## config.mk

```make
export PLATFORM = sky130hd
export DESIGN_NAME = markup_tag_tokenizer_unit
export DESIGN_NICKNAME = d
export VERILOG_FILES = /design/src/rtl/core/mtt_pkg.sv /design/src/rtl/core/mtt_decode.sv /design/src/rtl/core/mtt_outbuf.sv /design/src/rtl/core/markup_tag_tokenizer_unit.sv
export SDC_FILE = /design/constraint.sdc
export NUM_CORES = 1
export LEC_CHECK = 0
export BUFFER_PORTS_ARGS = -buffer_cell sky130_fd_sc_hd__buf_2
export CAP_MARGIN = 20
export CORE_ASPECT_RATIO = 1.1
export CORE_UTILIZATION = 35
export DETAILED_ROUTE_END_ITERATION = 8
export PLACE_DENSITY = 0.52
export SYNTH_ARGS = -nofsm -noshare
export SYNTH_HDL_FRONTEND = slang
export SYNTH_SLANG_ARGS = --single-unit
```

## constraint.sdc

```tcl
create_clock -name clock -period 11.34 [get_ports clock]
set_clock_uncertainty 0.05 [all_clocks]
set_input_delay 1.134 -clock clock [delete_from_list [all_inputs] [get_ports clock]]
set_output_delay 1.134 -clock clock [all_outputs]
set_load 0.01 [all_outputs]
```

## src/rtl/core/mtt_pkg.sv

```systemverilog
package mtt_pkg;

   localparam int unsigned MAX_RESULTS = 4;
   localparam int unsigned CNT_W       = $clog2(MAX_RESULTS + 1);
   localparam int unsigned SLOT_W      = $clog2(MAX_RESULTS);

   localparam logic [7:0] CHAR_LT   = 8'h3C;
   localparam logic [7:0] CHAR_GT   = 8'h3E;
   localparam logic [7:0] CHAR_BANG = 8'h21;
   localparam logic [7:0] CHAR_DASH = 8'h2D;

   typedef enum logic [1:0] {
      KIND_TEXT    = 2'd0,
      KIND_TAGBYTE = 2'd1,
      KIND_TAGEND  = 2'd2,
      KIND_DOCEND  = 2'd3
   } kind_type;

   typedef struct packed {
      logic [7:0] out_byte;
      kind_type   out_kind;
      logic       tag_incomplete;
   } result_type;

   typedef struct packed {
      result_type [MAX_RESULTS-1:0] res;
      logic [CNT_W-1:0]             cnt;
      logic                         eod;
   } bundle_type;

   function automatic logic [7:0] opener_char(input logic [1:0] idx);
      opener_char = (idx == 2'd0) ? CHAR_BANG : CHAR_DASH;
   endfunction

endpackage

```

## src/rtl/core/mtt_decode.sv

```systemverilog
module mtt_decode (
   input  logic              clock,
   input  logic              reset,
   input  logic              csr_wr_en,
   input  logic              csr_wr_data,
   input  logic              accept,
   input  logic [7:0]        data_byte,
   input  logic              last_byte,
   output mtt_pkg::bundle_type bundle
);
   import mtt_pkg::*;

   typedef enum logic [2:0] {
      MODE_TEXT    = 3'd0,
      MODE_OPEN    = 3'd1,
      MODE_TAG     = 3'd2,
      MODE_COMMENT = 3'd3
   } mode_type;

   mode_type   mode_ff, mode_in;
   logic [1:0] match_ff, match_in;
   logic [1:0] dash_ff, dash_in;
   logic       emit_text_ff;

   function automatic bundle_type add_result(input bundle_type b, input logic [7:0] val,
                                             input kind_type kind, input logic inc);
      result_type r;
      r.out_byte       = val;
      r.out_kind       = kind;
      r.tag_incomplete = inc;
      b.res[b.cnt[SLOT_W-1:0]] = r;
      b.cnt = b.cnt + CNT_W'(1);
      return b;
   endfunction

   always_comb begin
      bundle_type b;
      b        = '0;
      mode_in  = mode_ff;
      match_in = match_ff;
      dash_in  = dash_ff;
      case (mode_ff)
         MODE_OPEN: begin
            if (match_ff != 2'd3 && data_byte == opener_char(match_ff)) begin
               if (match_ff == 2'd2) begin
                  mode_in  = MODE_COMMENT;
                  match_in = 2'd0;
                  dash_in  = 2'd0;
               end else begin
                  match_in = match_ff + 2'd1;
               end
            end else begin
               for (int i = 0; i < 3; i++) begin
                  if (2'(i) < match_ff) begin
                     b = add_result(b, opener_char(2'(i)), KIND_TAGBYTE, 1'b0);
                  end
               end
               match_in = 2'd0;
               if (data_byte == CHAR_GT) begin
                  mode_in = MODE_TEXT;
                  b = add_result(b, 8'd0, KIND_TAGEND, 1'b0);
               end else begin
                  mode_in = MODE_TAG;
                  b = add_result(b, data_byte, KIND_TAGBYTE, 1'b0);
               end
            end
         end
         MODE_TAG: begin
            if (data_byte == CHAR_GT) begin
               mode_in = MODE_TEXT;
               b = add_result(b, 8'd0, KIND_TAGEND, 1'b0);
            end else begin
               b = add_result(b, data_byte, KIND_TAGBYTE, 1'b0);
            end
         end
         MODE_COMMENT: begin
            if (data_byte == CHAR_DASH) begin
               if (dash_ff < 2'd2) begin
                  dash_in = dash_ff + 2'd1;
               end
            end else if (data_byte == CHAR_GT && dash_ff >= 2'd2) begin
               mode_in = MODE_TEXT;
               dash_in = 2'd0;
            end else begin
               dash_in = 2'd0;
            end
         end
         default: begin
            if (data_byte == CHAR_LT) begin
               mode_in  = MODE_OPEN;
               match_in = 2'd0;
            end else begin
               mode_in = MODE_TEXT;
               if (emit_text_ff) begin
                  b = add_result(b, data_byte, KIND_TEXT, 1'b0);
               end
            end
         end
      endcase

      if (last_byte) begin
         if (mode_in == MODE_OPEN) begin
            for (int i = 0; i < 3; i++) begin
               if (2'(i) < match_in) begin
                  b = add_result(b, opener_char(2'(i)), KIND_TAGBYTE, 1'b0);
               end
            end
            b = add_result(b, 8'd0, KIND_TAGEND, 1'b1);
         end else if (mode_in == MODE_TAG) begin
            b = add_result(b, 8'd0, KIND_TAGEND, 1'b1);
         end
         if (b.cnt == '0) begin
            b = add_result(b, 8'd0, KIND_DOCEND, 1'b0);
         end
         b.eod    = 1'b1;
         mode_in  = MODE_TEXT;
         match_in = 2'd0;
         dash_in  = 2'd0;
      end
      bundle = b;
   end

   always_ff @(posedge clock) begin
      if (reset) begin
         mode_ff      <= MODE_TEXT;
         match_ff     <= 2'd0;
         dash_ff      <= 2'd0;
         emit_text_ff <= 1'b1;
      end else begin
         if (accept) begin
            mode_ff  <= mode_in;
            match_ff <= match_in;
            dash_ff  <= dash_in;
         end
         if (csr_wr_en) begin
            emit_text_ff <= csr_wr_data;
         end
      end
   end

endmodule

```

## src/rtl/core/mtt_outbuf.sv

```systemverilog
module mtt_outbuf (
   input  logic                clock,
   input  logic                reset,
   input  logic                load,
   input  mtt_pkg::bundle_type bundle,
   output logic                can_load,
   output logic                rsp_tvalid,
   input  logic                rsp_tready,
   output mtt_pkg::result_type rsp_res,
   output logic                rsp_eod,
   output logic                rsp_last
);
   import mtt_pkg::*;

   result_type [MAX_RESULTS-1:0] slot_ff;
   logic [CNT_W-1:0]             cnt_ff;
   logic                         eod_ff;
   logic                         pop;

   assign rsp_tvalid = (cnt_ff != '0);
   assign pop        = rsp_tvalid && rsp_tready;
   assign rsp_last   = (cnt_ff == CNT_W'(1));
   assign rsp_res    = slot_ff[0];
   assign rsp_eod    = eod_ff && rsp_last;
   assign can_load   = (cnt_ff == '0) || (rsp_last && rsp_tready);

   always_ff @(posedge clock) begin
      if (reset) begin
         cnt_ff <= '0;
      end else if (load) begin
         cnt_ff <= bundle.cnt;
      end else if (pop) begin
         cnt_ff <= cnt_ff - CNT_W'(1);
      end
   end

   always_ff @(posedge clock) begin
      if (load) begin
         slot_ff <= bundle.res;
         eod_ff  <= bundle.eod;
      end else if (pop) begin
         for (int i = 0; i < MAX_RESULTS - 1; i++) begin
            slot_ff[i] <= slot_ff[i+1];
         end
      end
   end

endmodule

```

## src/rtl/core/markup_tag_tokenizer_unit.sv

```systemverilog
// channel  dir  tdata           tuser                                   tlast
// req_     in   data_byte[7:0]  -                                       last_byte
// rsp_     out  out_byte[7:0]   out_kind[1:0] tag_incomplete eod [3]    run_last
// csr_     in   csr_wr_data = emit_text, written when csr_wr_en is high
// an item yields zero to four results, sent one per cycle while rsp_tready is high,
// from the cycle after it is taken; an item with n results holds the result register
// until all n are taken, stalling while rsp_tready is low; an item with no result
// holds nothing; the next item is taken while the final result of the previous one is taken
// synchronous active-high reset: text mode, emit_text = 1, no results held
module markup_tag_tokenizer_unit (
   input  logic       clock,
   input  logic       reset,
   input  logic       csr_wr_en,
   input  logic       csr_wr_data,
   input  logic       req_tvalid,
   output logic       req_tready,
   input  logic [7:0] req_tdata,    // data_byte
   input  logic       req_tlast,
   output logic       rsp_tvalid,
   input  logic       rsp_tready,
   output logic [7:0] rsp_tdata,    // out_byte
   output logic [3:0] rsp_tuser,    // out_kind[1:0], tag_incomplete, end_of_document
   output logic       rsp_tlast
);
   import mtt_pkg::*;

   bundle_type bundle;
   result_type rsp_res;
   logic       accept;
   logic       can_load;
   logic       rsp_eod;

   assign req_tready = can_load;
   assign accept     = req_tvalid && req_tready;

   mtt_decode u_decode (
      .clock       (clock),
      .reset       (reset),
      .csr_wr_en   (csr_wr_en),
      .csr_wr_data (csr_wr_data),
      .accept      (accept),
      .data_byte   (req_tdata),
      .last_byte   (req_tlast),
      .bundle      (bundle)
   );

   mtt_outbuf u_outbuf (
      .clock      (clock),
      .reset      (reset),
      .load       (accept),
      .bundle     (bundle),
      .can_load   (can_load),
      .rsp_tvalid (rsp_tvalid),
      .rsp_tready (rsp_tready),
      .rsp_res    (rsp_res),
      .rsp_eod    (rsp_eod),
      .rsp_last   (rsp_tlast)
   );

   assign rsp_tdata = rsp_res.out_byte;
   assign rsp_tuser = {rsp_eod, rsp_res.tag_incomplete, rsp_res.out_kind};

endmodule
```

Word-level counts from Yosys, hierarchy flattened
Cells that the tools add are included.
{"block": "word_totals", "reg_bits": 56, "wordCells": 189, "output_inout_bits": 15}
{"block": "classes", "n_reduce_logical": 23, "bitwise": 27, "n_eq_ne": 15, "order_cmp": 24, "mux": 71, "addsub": 11}
{"op": "48-bit 2-to-1 mux", "count": 25}
{"op": "11-bit demux with 2-bit select", "count": 8}
{"op": "48-bit one-hot mux with 3 select lines", "count": 1}
{"op": "36-bit AND", "count": 3}
{"op": "36-bit inverter", "count": 3}
{"op": "24-bit AND", "count": 4}
{"op": "24-bit inverter", "count": 4}
{"op": "11-bit 2-to-1 mux", "count": 8}
{"op": "20-bit OR", "count": 4}
{"op": "33-bit 2-to-1 mux", "count": 2}
{"op": "44-bit bitwise mux", "count": 1}
{"op": "40-bit AND", "count": 1}
{"op": "40-bit inverter", "count": 1}
{"op": "32-bit AND", "count": 1}
{"op": "32-bit inverter", "count": 1}
{"op": "15-bit 2-to-1 mux", "count": 2}
{"op": "3-bit by 1-bit adder with 3-bit output (second input constant)", "count": 8}
{"op": "8-bit by 6-bit == test with 1-bit output (second input constant)", "count": 3}
{"op": "2-bit by 3-bit less-than comparator with 1-bit output (second input constant)", "count": 8}
{"op": "3-bit 2-to-1 mux", "count": 8}
{"op": "8-bit OR", "count": 3}
{"op": "2-bit 2-to-1 mux", "count": 10}
{"op": "2-bit by 1-bit greater-or-equal comparator with 1-bit output (second input constant)", "count": 8}
{"op": "1-bit logical AND", "count": 14}
{"op": "27 further kinds", "count": 40}

Longest topological paths before layout
{"block": "logic_depth", "depth_word": 77, "depth_mapped": 26, "mapped_depth_nobuf": 23}

Hierarchy
Synthesis repeated with hierarchy kept, for this count alone.
{"block": "hier_totals", "hier_cells": 519, "hier_area_um2": 4664.5}
{"module": "mtt_decode", "area_per_inst_um2": 2565.0, "cells_per_inst": 396, "instances": 1, "seq_area_each_um2": 160.2}
{"module": "mtt_outbuf", "area_per_inst_um2": 2085.8, "cells_per_inst": 121, "instances": 1, "seq_area_each_um2": 1411.4}
{"module": "markup_tag_tokenizer_unit", "area_per_inst_um2": 13.8, "cells_per_inst": 2, "instances": 1, "seq_area_each_um2": 0.0}

Worst setup path before layout
OpenSTA, ideal clock, no wires.
{"block": "synth_timing", "path_type": "input port to flip-flop", "start": "in req_tdata[4]", "end": "reg u_outbuf.slot_ff[40] (netlist bit), data pin", "required_time_ps": 11035, "n_path_buf": 1, "t_arrival_ps": 5546, "setup_ps": 255, "stages": 21, "path_slack_ps": 5488, "path_cell_list": "clkbuf_2 and4bb_2 a31oi_1 a221oi_2 ha_1 a21oi_1 inv_1 ha_1 nand2_1 o21ai_0 ha_1 nand2_1 o21ai_0 ha_1 o21a_1 o22ai_1 ha_1 nand2_1 nor4b_4 o31ai_4 and3_1"}
{"element": "start, declared", "line": "markup_tag_tokenizer_unit.sv:17", "rtl": "input logic [7:0] req_tdata,"}
{"element": "end signal, assigned", "line": "mtt_outbuf.sv:39", "rtl": "slot_ff <= bundle.res;"}
{"element": "end signal, assigned by index", "line": "mtt_outbuf.sv:43", "rtl": "slot_ff[i] <= slot_ff[i+1];"}
{"element": "end, declared", "line": "mtt_outbuf.sv:15", "rtl": "result_type [MAX_RESULTS-1:0] slot_ff;"}

Worst setup path in the final report
{"block": "layout_timing", "start": "reg u_decode.match_ff[1]", "end": "reg u_outbuf.slot_ff[31] (netlist bit), data pin"}
{"block": "layout_via", "elab_chain_cells": 40, "elab_cells_between_ends": 116, "classes_between": "add/sub (8); order compare (22); eq/ne (5); mux (52); bitwise (18); reduce/logical (11)"}
{"element": "start, declared", "line": "mtt_decode.sv:21", "rtl": "logic [1:0] match_ff, match_in;"}
{"element": "start signal, assigned", "line": "mtt_decode.sv:132", "rtl": "match_ff <= match_in;"}
{"element": "1-bit by 2-bit less-than comparator with 1-bit output", "line": "mtt_decode.sv:54", "rtl": "if (2'(i) < match_ff) begin"}
{"element": "13-bit 2-to-1 mux", "line": "mtt_decode.sv:54"}
{"element": "48-bit 2-to-1 mux", "line": "mtt_decode.sv:44", "rtl": "if (match_ff != 2'd3 && data_byte == opener_char(match_ff)) begin"}
{"element": "48-bit 2-to-1 mux", "line": "mtt_decode.sv:42", "rtl": "case (mode_ff)"}
{"element": "3-bit by 1-bit adder with 3-bit output (tied with other cells)", "line": "mtt_decode.sv:32", "rtl": "b.cnt = b.cnt + CNT_W'(1);"}
{"element": "48-bit 2-to-1 mux or 1-bit logical AND (tied branches)", "line": "mtt_decode.sv:54, mtt_decode.sv:31"}
{"element": "48-bit 2-to-1 mux or 11-bit 2-to-1 mux (tied branches)", "line": "mtt_decode.sv:44, mtt_decode.sv:31"}
{"element": "48-bit 2-to-1 mux or 11-bit demux with 2-bit select (tied branches)"}
{"element": "(+24 left out)"}
{"element": "1-bit logical AND (not written as such) (tied with other cells)", "line": "mtt_decode.sv:31", "rtl": "b.res[b.cnt[SLOT_W-1:0]] = r;"}
{"element": "11-bit 2-to-1 mux (not written as such) or 36-bit AND (tied branches)"}
{"element": "11-bit demux with 2-bit select or 48-bit 2-to-1 mux (tied branches)"}
{"element": "36-bit inverter (no source line) or 48-bit 2-to-1 mux (tied branches)"}
{"element": "36-bit AND (no source line)"}
{"element": "48-bit 2-to-1 mux", "line": "mtt_decode.sv:112", "rtl": "if (b.cnt == '0) begin"}
{"element": "48-bit 2-to-1 mux (*)", "line": "mtt_decode.sv:101", "rtl": "if (last_byte) begin"}
{"element": "33-bit 2-to-1 mux (*)", "line": "mtt_outbuf.sv:38", "rtl": "if (load) begin"}
Every way passes the cells marked *; elsewhere a longest branch is shown, timed or not. The select of a mux whose other input is x is not followed.
A chain may end at the register's enable or synchronous reset.

==> flow_summary.ini <==
[status]
run_status = finished clean

[routing]
viasPerCell = 6.08
dr.pass1.iters = 5
drc = 0
wl_per_cell_um = 20.9
drt_iter0_markers = 351
vias = 4003
ant_nets = 0
finalWirelength_um = 13700

[synthesis]
synth_top_flop_cell = edfxtp_1
synth_seq_cells = 56
synth_edf_count = 45
synth_area_um2 = 4540
yosysTopAreaCell = edfxtp_1
yosys-top-cells-count = 48 x nand2_1, 45 x edfxtp_1, 44 x nor2_1
synthArstFlopShare = 0
yosys_warnings = 0
synth_top_area_frac = 0.298
synth_area_leaders = edfxtp_1 30%, ha_1 8.5%, dfxtp_1 4.8%, nand2_1 4.0%, nor2_1 3.6%
yosysSeqAreaShare = 0.346
yosysMostFrequentCell = nand2_1
synth_fp_nets = 542
synthCells = 496
synth_cell_types = 76
avgSynthCellArea_um2 = 9.16

[setup_path]
worstSetupPathType = flip-flop to flip-flop
r2r_slack_ns = 4.30
r2r-end = u_outbuf.slot_ff[31]$_DFFE_PP_
cpMaxStageDelayCell = a221oi_2
cp_common_cell = ha_1
endpoint_kind = flip-flop
required_ns = 11.34
startpoint_type = flip-flop
worstPathArrival_ns = 7.04
path_cells = inv_1, ha_1, a2111oi_4, a31oi_1, buf_4, a221oi_2, ha_1, a21oi_1, inv_1, ha_1, nand2_1, o21ai_0, ha_1, nand2_1, o21ai_0, ha_1, o21a_1, o22ai_1, ha_1, nand3_1, nor3_1, o21ai_1, a22o_1
slowest_delay_ns = 0.77
r2r_start = u_decode.match_ff[1]$_SDFFE_PP0P_
cp_max_fo = 12
worstSetupEndpoint = u_outbuf.slot_ff[31]$_DFFE_PP_
startpoint = u_decode.match_ff[1]$_SDFFE_PP0P_
reg2reg_depth = 23

[sta]
timing.final.hold_violations = 0
fmax_ghz = 0.142
relSlewSlack = 0.403
slew_violations = 0
setup_tns_ns = 0
rsz0062_at_grt = no
setup_viol = 0
period_needed_ns = 7.04
tightest_slew_ns = 0.895
post-route-period-util = 0.621

[power_and_ir_drop]
combPwrFrac = 0.358
p_int_uw = 526
ir_drop_mv = 0.172
total_power_uw = 811
power.share.switching = 0.351
p_clk_frac = 0.195
p_sw_uw = 285
power.density_nw_per_um2 = 167
seqPwrFrac = 0.446
p_leak_nw = 1.76

[finish]
multi_input_area_um2 = 2650
insertedDiodeCount = 0
area_growth_pct = 6.75
final.fill_count = 1271
ff_latch_area_um2 = 1570
drive_above_1_share = 0.136
fin_nets = 546
fin_area_um2 = 4850

[grt]
grt_pass1_vias = 3714
grtUsageMet2 = 0.343
use_met1 = 0.288
grt_overflow = 0
grt_pass1_wl_um = 21600
grt_start_max_net_pins = 39
antenna_found_initial = 0
use_met3 = 0.0220
grt_use_total = 0.206
busiest_layer = met2

[floorplanning]
start_util = 0.359
coreArea_um2 = 12600
die_area_um2 = 13400
die_w_um = 111
io_pins = 30
core.rowCount = 43
die_h_um = 121

[placement]
portBuffers = 29
place.gp.congestion = 0.903
placed_cell_area_um2 = 4710
dp_hpwl_um = 10300

[clock_tree]
ctsLongestPathBuffers = 2
clock_latency_ns = 0.29
cts_tree = yes
cts_resized = 0
cts_setup_buffers = 0
path_clk_slew_ns = 0.07
cts_buffers = 5
clock_sinks = 56
htree_levels = 2
cts-root-buf = clkbuf_16
cts_hold_buf = 0

[min_path]
min_path_type = flip-flop to flip-flop

[flow_run]
drv_cap = 0
-- cells by family after synthesis --
group / share of synthesized area
AOI/OAI and AO/OA: 0.273
xor gates and xnor gates: 0.0135
adders and majority gates: 0.0854
buffers and inverters: 0.0697
DFF: 0.346
muxes: 0.00992
and+or+nand+nor: 0.203
-- worst min-delay path by stage --
| stage | from | end | slack, ns | cells past startpoint |
|---|---|---|---|---|
| CTS | u_decode.dash_ff[0]$_SDFFE_PP0P_ | u_decode.dash_ff[0]$_SDFFE_PP0P_ | 0.49 | 2 |
| global placement | u_decode.dash_ff[0]$_SDFFE_PP0P_ | u_decode.dash_ff[0]$_SDFFE_PP0P_ | 0.45 | 2 |
| global route | u_decode.dash_ff[0]$_SDFFE_PP0P_ | u_decode.dash_ff[0]$_SDFFE_PP0P_ | 0.50 | 2 |
| floorplan | u_decode.dash_ff[0]$_SDFFE_PP0P_ | u_decode.dash_ff[0]$_SDFFE_PP0P_ | 0.43 | 2 |
| finish | u_decode.dash_ff[0]$_SDFFE_PP0P_ | u_decode.dash_ff[0]$_SDFFE_PP0P_ | 0.48 | 2 |
| detailed placement | u_outbuf.slot_ff[35]$_DFFE_PP_ | u_outbuf.slot_ff[24]$_DFFE_PP_ | 0.46 | 1 |
-- placed cells by master (no fill, tap or decap), drive strengths merged, types with 3 or more instances in the layout --
master,instances
nor2,44
o211ai,6
a221oi,3
o22ai,6
and3,10
inv,24
nor2b,5
and2,5
o21ai,36
nand3,12
xor2,3
o21bai,3
ha,31
dfxtp,11
a21oi,27
a21boi,3
or3,3
and4bb,3
nand2,48
mux2i,3
xnor2,4
a211oi,7
a31oi,9
a21o,4
a22o,10
buf,36
nor3b,3
clkbuf,5
a32o,6
nor3,11
o21a,4
edfxtp,45
nand4,6
a22oi,18
nand2b,6
-- worst max-delay path, delay by kind of cell (launching register included) --
| family | cells | cell delay (ns) |
|---|---|---|
| AO/OA/AOI/OAI | 10 | 2.98 |
| adder cells (fa/ha/maj) | 6 | 1.94 |
| AND/OR/NAND/NOR | 4 | 0.71 |
| flip-flops | 1 | 0.60 |
| buffers and inverters | 3 | 0.51 |
-- routing by layer --
layer	vias to the layer above	wire length (µm)
met5	-	0
met4	0	174
met3	14	829
met2	180	6420
met1	1945	6300
li1	1864	-
-- power by group through the flow --
| stage | registers (mW) | logic, mW | clock network (mW) |
|---|---|---|---|
| 6_report | 0.362 | 0.290 | 0.158 |
| 2_1_floorplan | 0.361 | 0.222 | 0 |
| 4_1_cts | 0.363 | 0.291 | 0.161 |
| 3_5_place_dp | 0.367 | 0.290 | 0 |
| 5_1_grt | 0.369 | 0.322 | 0.168 |
| 3_3_place_gp | 0.366 | 0.290 | 0 |
-- sequential cells by signal, indices dropped and copies added, names as in the netlist --
register               flops
u_outbuf.rsp_res          11
u_decode.emit_text_ff      1
u_decode.dash_ff           2
u_outbuf.eod_ff            1
u_decode.mode_ff           3
u_outbuf.slot_ff          33
u_decode.match_ff          2
u_outbuf.cnt_ff            3
-- through the flow --
stage / instances / setup slack, ns / hold WS (ns) / utilization
floorplan: 496 / 5.49 / 0.434 / -
global placement: 650 / 4.68 / 0.452 / 0.372
detailed placement: 650 / 4.45 / 0.464 / 0.372
CTS: 658 / 4.45 / 0.487 / 0.383
global route: 658 / 4.00 / 0.503 / 0.383
finish: 658 / 4.30 / 0.476 / 0.383
-- layout make-up --
cell class                      instances  area share
Multi-Input combinational cell        378       0.547
Sequential cell                        56       0.324
Timing Repair Buffer                   36      0.0408
Tap cell                              157      0.0405
Clock buffer                            5      0.0258
Inverter                               23      0.0178
Clock inverter                          3     0.00361
Power figures use the tool's default switching activity.
